[src/hw/rtl/tgpr_pkg.sv]
// ---------------------------------------------------------------------------
// tgpr_pkg
// Shared types, constants and the 8x8 font table of the text glyph renderer.
// ---------------------------------------------------------------------------
package tgpr_pkg;

	localparam int GLYPH_DIM  = 8;
	localparam int CODE_COUNT = 128;
	localparam int CODE_W     = $clog2(CODE_COUNT);
	localparam int GIDX_W     = $clog2(GLYPH_DIM);
	localparam int PIX_W      = GLYPH_DIM * GLYPH_DIM;
	localparam int CMD_DEPTH  = 2;

	localparam logic [7:0] NL_CODE     = 8'd10;
	localparam logic [7:0] FIRST_DRAWN = 8'd32;
	localparam logic [7:0] LAST_DRAWN  = 8'd127;
	localparam logic [15:0] CHAR_ADV   = 16'd8;

	localparam logic [11:0] WIDTH_RST  = 12'd240;
	localparam logic [11:0] HEIGHT_RST = 12'd320;
	localparam logic [7:0]  PITCH_RST  = 8'd10;

	typedef enum logic [1:0] {
		CFG_WIDTH  = 2'd0,
		CFG_HEIGHT = 2'd1,
		CFG_PITCH  = 2'd2
	} cfg_reg_t;

	typedef struct packed {
		logic [11:0] width;
		logic [11:0] height;
		logic [7:0]  pitch;
	} cfg_t;

	// One drawn character as handed from the front to the back.
	typedef struct packed {
		logic [15:0]           col;
		logic [15:0]           row;
		logic [CODE_W-1:0]     code;
		logic [15:0]           fg;
		logic [15:0]           bg;
		logic [GLYPH_DIM-1:0]  col_mask;
		logic [GLYPH_DIM-1:0]  row_mask;
		logic [GIDX_W-1:0]     last_r;
		logic [GIDX_W-1:0]     last_c;
	} cmd_t;

	// Whole glyph, row 0 in the top byte, MSB leftmost within a row.
	function automatic logic [PIX_W-1:0] glyph_bits(input logic [CODE_W-1:0] code);
		logic [PIX_W-1:0] g;
		unique case (code)
			7'd48:   g = 64'h386CC6D6C66C3800;
			7'd49:   g = 64'h307030303030FC00;
			7'd50:   g = 64'h78CC0C3860CCFC00;
			7'd51:   g = 64'h78CC0C380CCC7800;
			7'd52:   g = 64'h1C3C6CCCFE0C1E00;
			7'd53:   g = 64'hFCC0F80C0CCC7800;
			7'd54:   g = 64'h3860C0F8CCCC7800;
			7'd55:   g = 64'hFCCC0C1830303000;
			7'd56:   g = 64'h78CCCC78CCCC7800;
			7'd57:   g = 64'h78CCCC7C0C187000;
			7'd58:   g = 64'h0030300030300000;
			7'd65:   g = 64'h3078CCCCFCCCCC00;
			7'd66:   g = 64'hFC66667C6666FC00;
			7'd67:   g = 64'h3C66C0C0C0663C00;
			7'd68:   g = 64'hF86C6666666CF800;
			7'd69:   g = 64'hFE6268786862FE00;
			7'd72:   g = 64'hCCCCCCFCCCCCCC00;
			7'd73:   g = 64'h7830303030307800;
			7'd76:   g = 64'hF06060606266FE00;
			7'd79:   g = 64'h386CC6C6C66C3800;
			7'd83:   g = 64'h78CC60300CCC7800;
			7'd84:   g = 64'hFCB4303030307800;
			default: g = '0;
		endcase
		return g;
	endfunction

endpackage

[src/hw/rtl/tgpr_cmd_queue.sv]
// ---------------------------------------------------------------------------
// tgpr_cmd_queue
// Small flop queue of draw commands between the front and the back.
// ---------------------------------------------------------------------------
module tgpr_cmd_queue #(
	parameter int DEPTH = tgpr_pkg::CMD_DEPTH
) (
	input  logic             clk,
	input  logic             arst_n,
	input  logic             wr_en,
	input  tgpr_pkg::cmd_t   wr_data,
	output logic             full,
	input  logic             rd_en,
	output tgpr_pkg::cmd_t   rd_data,
	output logic             not_empty
);

	localparam int PTR_W = (DEPTH > 1) ? $clog2(DEPTH) : 1;
	localparam int CNT_W = $clog2(DEPTH + 1);
	localparam logic [PTR_W-1:0] PTR_LAST = PTR_W'(DEPTH - 1);
	localparam logic [CNT_W-1:0] CNT_FULL = CNT_W'(DEPTH);

	tgpr_pkg::cmd_t   mem_q [DEPTH];
	logic [PTR_W-1:0] wr_ptr_q;
	logic [PTR_W-1:0] rd_ptr_q;
	logic [CNT_W-1:0] count_q;
	logic             do_wr;
	logic             do_rd;

	assign full      = (count_q == CNT_FULL);
	assign not_empty = (count_q != '0);
	assign do_wr     = wr_en && !full;
	assign do_rd     = rd_en && not_empty;
	assign rd_data   = mem_q[rd_ptr_q];

	always_ff @(posedge clk) begin
		if (do_wr) begin
			mem_q[wr_ptr_q] <= wr_data;
		end
	end

	always_ff @(posedge clk or negedge arst_n) begin
		if (!arst_n) begin
			wr_ptr_q <= '0;
			rd_ptr_q <= '0;
			count_q  <= '0;
		end else begin
			if (do_wr) begin
				wr_ptr_q <= (wr_ptr_q == PTR_LAST) ? '0 : wr_ptr_q + 1'b1;
			end
			if (do_rd) begin
				rd_ptr_q <= (rd_ptr_q == PTR_LAST) ? '0 : rd_ptr_q + 1'b1;
			end
			if (do_wr && !do_rd) begin
				count_q <= count_q + 1'b1;
			end else if (do_rd && !do_wr) begin
				count_q <= count_q - 1'b1;
			end
		end
	end

endmodule

[src/hw/rtl/tgpr_front.sv]
// ---------------------------------------------------------------------------
// tgpr_front
// Accepts characters, keeps the text cursor and turns drawable characters
// into clipped draw commands.
// ---------------------------------------------------------------------------
module tgpr_front (
	input  logic                 clk,
	input  logic                 arst_n,
	input  tgpr_pkg::cfg_t       cfg,
	input  logic                 accept,
	input  logic [7:0]           char_code,
	input  logic                 string_start,
	input  logic [15:0]          start_x,
	input  logic [15:0]          start_y,
	input  logic [15:0]          fg_color,
	input  logic [15:0]          back_color,
	output logic                 cmd_push,
	output tgpr_pkg::cmd_t       cmd
);

	localparam int GD = tgpr_pkg::GLYPH_DIM;
	localparam int GW = tgpr_pkg::GIDX_W;

	logic [15:0]   col_q;
	logic [15:0]   row_q;
	logic [15:0]   origin_q;
	logic [15:0]   col_cur;
	logic [15:0]   row_cur;
	logic [15:0]   origin_cur;
	logic [15:0]   col_adv;
	logic [15:0]   row_adv;
	logic          wrap;
	logic          is_nl;
	logic          is_drawn;
	logic [GD-1:0] col_mask;
	logic [GD-1:0] row_mask;
	logic [GW-1:0] last_r;
	logic [GW-1:0] last_c;

	always_comb begin
		col_cur    = string_start ? start_x : col_q;
		row_cur    = string_start ? start_y : row_q;
		origin_cur = string_start ? start_x : origin_q;
		is_nl      = (char_code == tgpr_pkg::NL_CODE);
		is_drawn   = (char_code >= tgpr_pkg::FIRST_DRAWN) &&
		             (char_code <= tgpr_pkg::LAST_DRAWN);
		col_adv    = col_cur + tgpr_pkg::CHAR_ADV;
		row_adv    = row_cur + {8'd0, cfg.pitch};
		// signed compare against width-8, so a narrow screen wraps every time
		wrap       = $signed({1'b0, col_adv}) >=
		             ($signed({5'd0, cfg.width}) - 17'sd8);
	end

	// Visibility is separable: a pixel shows iff its row and its column do.
	always_comb begin
		logic [15:0] px;
		logic [15:0] py;
		last_r = '0;
		last_c = '0;
		for (int i = 0; i < GD; i++) begin
			px          = col_cur + 16'(i);
			py          = row_cur + 16'(i);
			col_mask[i] = (px < {4'd0, cfg.width});
			row_mask[i] = (py < {4'd0, cfg.height});
			if (col_mask[i]) begin
				last_c = GW'(i);
			end
			if (row_mask[i]) begin
				last_r = GW'(i);
			end
		end
	end

	assign cmd_push = accept && is_drawn && (col_mask != '0) && (row_mask != '0);

	always_comb begin
		cmd.col      = col_cur;
		cmd.row      = row_cur;
		cmd.code     = char_code[tgpr_pkg::CODE_W-1:0];
		cmd.fg       = fg_color;
		cmd.bg       = back_color;
		cmd.col_mask = col_mask;
		cmd.row_mask = row_mask;
		cmd.last_r   = last_r;
		cmd.last_c   = last_c;
	end

	always_ff @(posedge clk or negedge arst_n) begin
		if (!arst_n) begin
			col_q    <= '0;
			row_q    <= '0;
			origin_q <= '0;
		end else if (accept) begin
			origin_q <= origin_cur;
			if (is_nl || wrap) begin
				col_q <= origin_cur;
				row_q <= row_adv;
			end else begin
				col_q <= col_adv;
				row_q <= row_cur;
			end
		end
	end

endmodule

[src/hw/rtl/tgpr_back.sv]
// ---------------------------------------------------------------------------
// tgpr_back
// Walks one glyph cell per cycle in row-major order, holding while an unpopped
// pixel waits, and registers each visible pixel for the result queue interface.
// ---------------------------------------------------------------------------
module tgpr_back (
	input  logic            clk,
	input  logic            arst_n,
	input  logic            cmd_valid,
	input  tgpr_pkg::cmd_t  cmd_head,
	output logic            cmd_pop,
	output logic            empty,
	input  logic            pop,
	output logic [11:0]     pixel_x,
	output logic [11:0]     pixel_y,
	output logic [15:0]     pixel_color,
	output logic            last_pixel
);

	localparam int GW = tgpr_pkg::GIDX_W;
	localparam int IW = 2 * GW;
	localparam logic [IW-1:0] LAST_IDX = IW'(tgpr_pkg::PIX_W - 1);

	tgpr_pkg::cmd_t              cmd_q;
	logic [tgpr_pkg::PIX_W-1:0]  glyph_q;
	logic [IW-1:0]               idx_q;
	logic                        busy_q;
	logic                        out_valid_q;
	logic [GW-1:0]               r;
	logic [GW-1:0]               c;
	logic                        can_step;
	logic                        done_step;
	logic                        vis;
	logic                        bit_set;

	assign r         = idx_q[IW-1:GW];
	assign c         = idx_q[GW-1:0];
	assign can_step  = busy_q && (!out_valid_q || pop);
	assign done_step = can_step && (idx_q == LAST_IDX);
	assign vis       = cmd_q.row_mask[r] && cmd_q.col_mask[c];
	assign bit_set   = glyph_q[~idx_q];
	assign cmd_pop   = cmd_valid && (!busy_q || done_step);
	assign empty     = !out_valid_q;

	always_ff @(posedge clk) begin
		if (cmd_pop) begin
			cmd_q   <= cmd_head;
			glyph_q <= tgpr_pkg::glyph_bits(cmd_head.code);
		end
		if (can_step && vis) begin
			pixel_x     <= 12'(cmd_q.col + 16'(c));
			pixel_y     <= 12'(cmd_q.row + 16'(r));
			pixel_color <= bit_set ? cmd_q.fg : cmd_q.bg;
			last_pixel  <= (r == cmd_q.last_r) && (c == cmd_q.last_c);
		end
	end

	always_ff @(posedge clk or negedge arst_n) begin
		if (!arst_n) begin
			busy_q      <= 1'b0;
			idx_q       <= '0;
			out_valid_q <= 1'b0;
		end else begin
			out_valid_q <= (out_valid_q && !pop) || (can_step && vis);
			if (cmd_pop) begin
				busy_q <= 1'b1;
				idx_q  <= '0;
			end else if (can_step) begin
				busy_q <= !done_step;
				idx_q  <= idx_q + 1'b1;
			end
		end
	end

endmodule

[src/hw/rtl/text_glyph_pixel_renderer.sv]
// ---------------------------------------------------------------------------
// text_glyph_pixel_renderer
// 8x8 bitmap font text renderer: characters in, clipped pixel writes out.
// ---------------------------------------------------------------------------
//  channel    handshake                fields
//  input      push / full              char_code string_start start_x start_y
//                                      fg_color back_color
//  result     empty / pop              pixel_x pixel_y pixel_color last_pixel
//  config     cfg_we                   cfg_index cfg_data
//
//  A drawn character occupies the pixel walker for all 64 glyph cells (one
//  glyph cell per cycle, visible or not); an idle walker first loads the
//  command, back to back characters load as the last cell is walked.
//  Result stalls hold the walker. Newlines, non-drawn codes and fully
//  clipped glyphs never enter the walker.
//  full rises only when the command queue between front and walker is full.
//  Reset puts the cursor and origin at zero and the registers at 240/320/10.
// ---------------------------------------------------------------------------
module text_glyph_pixel_renderer #(
	parameter int CMD_DEPTH = tgpr_pkg::CMD_DEPTH
) (
	input  logic        clk,
	input  logic        arst_n,
	input  logic        push,
	output logic        full,
	input  logic [7:0]  char_code,
	input  logic        string_start,
	input  logic [15:0] start_x,
	input  logic [15:0] start_y,
	input  logic [15:0] fg_color,
	input  logic [15:0] back_color,
	output logic        empty,
	input  logic        pop,
	output logic [11:0] pixel_x,
	output logic [11:0] pixel_y,
	output logic [15:0] pixel_color,
	output logic        last_pixel,
	input  logic        cfg_we,
	input  logic [1:0]  cfg_index,
	input  logic [11:0] cfg_data
);

	tgpr_pkg::cfg_t cfg_q;
	tgpr_pkg::cmd_t front_cmd;
	tgpr_pkg::cmd_t head_cmd;
	logic           accept;
	logic           cmd_push;
	logic           cmd_pop;
	logic           cmd_valid;

	always_ff @(posedge clk or negedge arst_n) begin
		if (!arst_n) begin
			cfg_q.width  <= tgpr_pkg::WIDTH_RST;
			cfg_q.height <= tgpr_pkg::HEIGHT_RST;
			cfg_q.pitch  <= tgpr_pkg::PITCH_RST;
		end else if (cfg_we) begin
			unique case (cfg_index)
				tgpr_pkg::CFG_WIDTH:  cfg_q.width  <= cfg_data;
				tgpr_pkg::CFG_HEIGHT: cfg_q.height <= cfg_data;
				tgpr_pkg::CFG_PITCH:  cfg_q.pitch  <= cfg_data[7:0];
				default: ;
			endcase
		end
	end

	assign accept = push && !full;

	tgpr_front u_front (
		.clk          (clk),
		.arst_n       (arst_n),
		.cfg          (cfg_q),
		.accept       (accept),
		.char_code    (char_code),
		.string_start (string_start),
		.start_x      (start_x),
		.start_y      (start_y),
		.fg_color     (fg_color),
		.back_color   (back_color),
		.cmd_push     (cmd_push),
		.cmd          (front_cmd)
	);

	tgpr_cmd_queue #(
		.DEPTH (CMD_DEPTH)
	) u_queue (
		.clk       (clk),
		.arst_n    (arst_n),
		.wr_en     (cmd_push),
		.wr_data   (front_cmd),
		.full      (full),
		.rd_en     (cmd_pop),
		.rd_data   (head_cmd),
		.not_empty (cmd_valid)
	);

	tgpr_back u_back (
		.clk         (clk),
		.arst_n      (arst_n),
		.cmd_valid   (cmd_valid),
		.cmd_head    (head_cmd),
		.cmd_pop     (cmd_pop),
		.empty       (empty),
		.pop         (pop),
		.pixel_x     (pixel_x),
		.pixel_y     (pixel_y),
		.pixel_color (pixel_color),
		.last_pixel  (last_pixel)
	);

endmodule
[config.mk]
export PLATFORM = sky130hd
export DESIGN_NAME = text_glyph_pixel_renderer
export DESIGN_NICKNAME = d
export VERILOG_FILES = /design/src/hw/rtl/tgpr_pkg.sv /design/src/hw/rtl/tgpr_cmd_queue.sv /design/src/hw/rtl/tgpr_front.sv /design/src/hw/rtl/tgpr_back.sv /design/src/hw/rtl/text_glyph_pixel_renderer.sv
export SDC_FILE = /design/constraint.sdc
export NUM_CORES = 1
export LEC_CHECK = 0
export BUFFER_PORTS_ARGS = -buffer_cell sky130_fd_sc_hd__buf_2
export CORE_ASPECT_RATIO = 1.4
export CORE_MARGIN = 2
export CORE_UTILIZATION = 50
export CTS_CLUSTER_SIZE = 12
export DETAILED_ROUTE_END_ITERATION = 8
export PLACE_DENSITY_LB_ADDON = 0.25
export SYNTH_ARGS = -nofsm -noshare
export SYNTH_HDL_FRONTEND = slang
export SYNTH_SLANG_ARGS = --single-unit
[constraint.sdc]
create_clock -name clk -period 9.45 [get_ports clk]
set_clock_uncertainty 0.05 [all_clocks]
set_input_delay 1.89 -clock clk [delete_from_list [all_inputs] [get_ports clk]]
set_output_delay 1.89 -clock clk [all_outputs]
set_load 0.005 [all_outputs]
== Word-level counts from Yosys, hierarchy flattened ==
Memory sizes are Yosys's and may differ from the RTL's.
Cells that the tools add are included.

* Register bits after elaboration: 275
* Memory bits (writable): 186
* Input bits: 92
* Output and inout port bits: 43
* Word-level logic and storage cells: 175
* Memories kept: 1

* Add/subtract/negate cells: 24
* Magnitude comparators: 22
* Equality and inequality tests: 29
* Muxes and demuxes: 37
* Bitwise gates (word level): 1
* Reductions and logical operators: 36

{| class="wikitable"
|+ Memories
! memory !! depth !! bits a word !! rd ports !! clocked after memory_dff !! write ports !! RTL line !! RTL
|-
| u_queue.mem_q || 2 || 93 || 1 || 0 || 1 || tgpr_cmd_queue.sv:23 || <nowiki>tgpr_pkg::cmd_t mem_q [DEPTH];</nowiki>
|}

{| class="wikitable"
|+ Operators with widths
! operator !! count
|-
| one-hot mux 64 bit (22 select lines) || 1
|-
| less-than comparator 16 x 12 -> 1 bit || 16
|-
| adder 16 x 3 -> 16 bit (second input constant) || 8
|-
| 2-to-1 mux 16 bit || 6
|-
| equality test 7 x 6 -> 1 bit (second input constant) || 11
|-
| equality test 7 bit (second input constant) || 11
|-
| adder 16 x 2 -> 16 bit (second input constant) || 4
|-
| adder 16 x 1 -> 16 bit (second input constant) || 2
|-
| adder 12 x 3 -> 12 bit || 2
|-
| 2-to-1 mux 3 bit || 8
|-
| greater-or-equal comparator 17 bit || 1
|-
| adder 16 x 4 -> 16 bit (second input constant) || 1
|-
| adder 16 x 8 -> 16 bit || 1
|-
| logical AND 1 bit || 16
|-
| nonzero test 8 bit || 2
|-
| subtractor 12 x 4 -> 13 bit (second input constant) || 1
|-
| 2-to-1 mux 2 bit || 6
|-
| 2-to-1 mux 6 bit || 2
|-
| 2-to-1 mux 1 bit || 11
|-
| equality test 8 x 4 -> 1 bit (second input constant) || 1
|-
| greater-or-equal comparator 8 x 6 -> 1 bit (second input constant) || 1
|-
| <= comparator 8 x 7 -> 1 bit (second input constant) || 1
|-
| less-than comparator 3 x 4 -> 1 bit (second input constant) || 2
|-
| zero test 1 bit || 7
|-
| other kinds (16) || 27
|}

== Longest topological paths before layout ==
* Depth in word-level cells: 11
* Mapped depth: 30
* Depth with buffers taken out: 22

== Modules after synthesis ==
A second synthesis with hierarchy kept.

* Cell total of the unflattened synthesis: 2447
* Area total of the unflattened synthesis: 27995.6 µm²

{| class="wikitable"
|+ Modules (own cells, without submodules)
! module !! times used !! cells each !! area an instance (µm²) !! sequential area each (µm²)
|-
| tgpr_front || 1 || 1414 || 11388.4 || 1201.2
|-
| tgpr_back || 1 || 655 || 8440.6 || 5245.0
|-
| tgpr_cmd_queue || 1 || 308 || 6920.4 || 5685.5
|-
| text_glyph_pixel_renderer || 1 || 70 || 1246.2 || 810.8
|}

== Least setup slack after synthesis ==
OpenSTA, ideal clock, no wires.

* Path type: input -> register
* Start: in string_start
* End: mem u_queue.mem_q[0][0] (netlist name), enable pin
* Setup time: 0.529 ns
* Arrival time: 10.261 ns
* Required time: 8.871 ns
* Slack: -1.391 ns
* Stages: 23
* Path buffers: 8
* Path through: buf_6 buf_6 buf_2 buf_2 buf_2 buf_2 buf_2 mux2i_1 inv_1 ha_1 clkbuf_1 a21o_1 nand2_1 nor2_1 xnor2_1 ha_1 and3_1 a221o_1 a2111oi_0 nand4_1 nand4b_1 o211ai_2 nor2_1

{| class="wikitable"
|+ RTL lines
! item !! RTL line !! RTL
|-
| start: declaration || text_glyph_pixel_renderer.sv:27 || <nowiki>input logic string_start,</nowiki>
|-
| end: declaration || tgpr_cmd_queue.sv:23 ||
|}

==> results.txt <==
sequential share of the synthesized area - 47.50%
endpoint of the most critical register-to-register path - u_queue.mem_q[1][33]
final RePlAce weighted congestion - 1.029
total power - 7485 µW
Highest Clock Rate - 0.1353 GHz
antenna diode count - 0
row cnt - 99
count of buffer and inverter cells on the critical path - 3
origin of the critical flop-to-flop path - u_front.row_q[2]
maximum level of the CTS H-tree - 2
GRT Residual Overflow - 0
count of boundary I/O pins - 135
Worst Path Max Fanout - 62
cell with the largest stage delay on the worst path - mux2i_1
CTS Hold Bufs - 0
combinational family with the most area after synthesis - simple AND/OR/NAND/NOR gates
fin crit share - 78.23%
initial antenna violation count - 0
Min-Delay Endpoint - u_front.origin_q[12]
share of synthesized cell area in and, or, nand and nor gates - 12.88%
Hold Violations, Final - 0
post_cts resized - 0
Clk Latency, worst-skew pair - 0.59 ns
Min Hold Slack - 0.4270 ns
fraction of final layout cells with drive strength greater than 1 - 17.12%
cell depth of the worst setup path - 17
detailed placer's ending HPWL - 56230 µm
multiplexer share of the synthesized area - 9.281%
hold path start - u_front.origin_q[12]
final wirelength - 74260 µm
Synth Area in Compound Gates - 10.04%
worst hold path depth - 2
Critical Setup Path Class - in -> reg
final critical delay including setup and external delays - 7.392 ns
input/output buffers - 134
CTS tree - done
Arr. time, crit path - 7.57 ns
post-CTS repair timing setup buffer count - 0
unrepaired setup endpoints after global routing - false
Residual DRC - 0
area of the core region - 52020 µm²
Max-Cap Viols - 0
clock buffer count from CTS - 44
PnR worst setup slack - 2.058 ns
leading register cell type out of synthesis - edfxtp_1
combined area of all synthesized cells - 26240 µm²
outcome - complete, no violations
number of endpoints failing setup at the final stage - 0
slack of the worst reg-to-reg path - 3.65 ns
post-synthesis register bit count - 430
peak supply drop - 0.1722 mV
synthesized netlist cell count - 2301
width of the chip - 197.6 µm
Layout Utilization - 55.99%
number of global-route vias before repair - 19.24k
cell depth of the worst flop-to-flop path - 16
initial core utilization - 50.43%
wire length of the first global-routing pass - 112700 µm
leak pwr - 0.01161 µW
vias per cell - 6.081
total power divided by cell area - 257.0 nW/µm²
FFs w/ async S/R, synth - 21.40%
clock transition time at the flip-flop clock pins of the worst setup and hold paths - 0.06 ns
cell seen most often among critical-path stages - ha_1
Synth Area in XOR/XNOR - 6.810%
post-synthesis cell type count - 89
Initial DRC Count - 1150
maximum number of pins on one net before global-route repair - 85
clock root cell - clkbuf_16
Setup TNS - 0 ns
DR WL/cell - 23.66 µm
Final #Nets - 2768
Slew Viols, Final - 0
Critical Path Sink Type - flip-flop
largest delay contributor family on the critical path - compound AO/OA/AOI/OAI gates
CP peak stage delay - 0.83 ns
post-synthesis adder-cell area fraction - 10.77%
number of detailed-route iterations in the first pass - 6
Max clock buf depth - 3
worst min-delay path category - reg -> reg
startpoint type of the worst setup path - primary input
relative area change from synthesis to final layout - 11.03%
actual slew at the worst max-slew pin - 1.257 ns
total routing resource utilization after global routing - 27.43%
clock sink total - 430
floorplan die height - 275.0 µm
yosys warns - 0
Place WS - 1.568 ns
number of enable flip-flop cells after synthesis - 338
syn_area_per_cell - 11.40 µm²
required time at the endpoint of the critical path - 9.63 ns
Die Area - 54340 µm²
number of vias in the routed layout - 19.09k
normalized max-slew margin - 16.19%
Post-Synthesis Net Count - 2617
antenna-violating nets left - 0
series of cell instances along the critical path - buf_4, mux2i_1, inv_1, ha_1, a21o_1, nand2_1, nor2_1, xnor2_1, ha_1, and3_1, a221o_1, a2111oi_0, nand4_1, nand4b_1, o211ai_2, nor2_4, buf_12
[kinds of logic (layout without fill, tap and decap cells)]
group	after synthesis	after routing
AND/OR/NAND/NOR	667	667
buffers and inverters	175	357
multiplexers	207	207
XOR/XNOR	204	204
flip-flops	430	430
AO/OA/AOI/OAI	394	394
adder cells (fa/ha/maj)	224	224
[cell usage in the layout (no fill, tap or decap), drive strengths merged, types with 14 or more instances in the layout]
cell type	n
and3	15
a21oi	97
xor2	25
nor2b	24
o21ai	100
edfxtp	338
clkbuf	65
dfrtp	84
mux2	137
nand2	212
mux4	15
ha	221
a21o	45
a22oi	14
and2	20
inv	99
nand2b	17
buf	176
nand4	55
mux2i	55
nor3	42
xnor2	179
nor2	106
nand3b	25
nand3	105
[report_power, final]
part	leakage, µW	internal (µW)	total [µW]	switching, µW
clock	0.000635	930	1640	709
combinational	0.00679	1280	3150	1870
sequential	0.00418	2460	2690	237
[how the worst max path moves through the flow]
stage	start	to	slack [ns]
4_1_cts	string_start	u_queue.mem_q[1][69]	2.17
6_report	string_start	u_queue.mem_q[1][33]	2.06
5_1_grt	string_start	u_queue.mem_q[1][35]	1.74
3_5_place_dp	string_start	u_queue.mem_q[1][62]	1.57
3_3_place_gp	string_start	u_queue.mem_q[1][62]	1.76
2_1_floorplan	string_start	u_queue.mem_q[0][0]	-1.39
[state kept, by name (all words and copies together) (netlist names), 2 cells and up]
name / flops
u_front.row_q: 16
u_front.col_q: 16
u_back.pixel_y: 12
u_front.origin_q: 16
u_back.glyph_q: 49
u_queue.mem_q: 170
cfg_q: 32
u_back.pixel_color: 16
u_back.idx_q: 6
u_queue.count_q: 2
u_back.cmd_q: 78
u_back.pixel_x: 12
[area by class of cell]
type / instances / area (µm²)
clock buffers: 65 / 1190
clock inverters: 12 / 141.4
fillers: 4463 / 22900
inverters: 104 / 390.4
multi-input cells: 1696 / 13100
flip-flops and latches: 430 / 12470
well taps: 656 / 820.8
repair buffers: 176 / 1016
[Yosys cell counts (5+ instances only)]
master       n  area share, %
dfrtp_1     84            8.0
a21oi_1     97            1.9
xor2_1      25           0.83
buf_1        7           0.10
nor2_1     105            1.5
a211o_1      6           0.20
edfxtp_1   338             39
o21a_1       9           0.26
o31ai_1      6           0.17
nand4b_1     9           0.30
mux4_2      15            1.3
clkbuf_1    47           0.67
nand2_1    212            3.0
and3_1      15           0.36
nor4_1       8           0.19
ha_1       221             11
nand3b_1    22           0.63
nand4_1     55            1.3
o211ai_1     9           0.26
and2_1      20           0.48
a21o_1      45            1.3
a2111oi_0    6           0.20
a211oi_1    13           0.37
dfstp_2      8           0.80
nand3_1    104            2.0
xnor2_1    179            6.0
a22oi_1     14           0.40
buf_2       12           0.23
inv_1       93            1.3
clkinv_1     7           0.10
mux2_2     137            5.9
a21boi_0    11           0.31
o2111ai_1    9           0.30
o21ai_0     97            1.9
and4_1      10           0.33
a31oi_1     10           0.24
nand2b_1    17           0.41
nor3_1      42           0.80
o22ai_1      5           0.12
nor3b_1      5           0.14
mux2i_1     54            2.1
nor2b_1     24           0.57
[routing by layer]
layer	up-vias	GRT usage (%)	share of wire, %
met2	635	48.49	50
met3	204	3.580	5.1
met5	-	0	0
met4	0	14.68	5.6
met1	9358	32.47	39
li1	8891	-	-
[metrics by stage]
stage / std cells / area, µm²
after floorplan: 2301 / 26240
after global placement: 3062 / 27800
after detailed placement: 3062 / 27800
after CTS: 3139 / 29130
after global routing: 3139 / 29130
final: 3139 / 29130
[tightest hold or removal path: stages (launching register included)]
cell and delay (ns):
dfrtp_1 0.34, nand2_1 0.04, o21ai_0 0.06
Note: power is estimated with default switching activity, not from simulation.
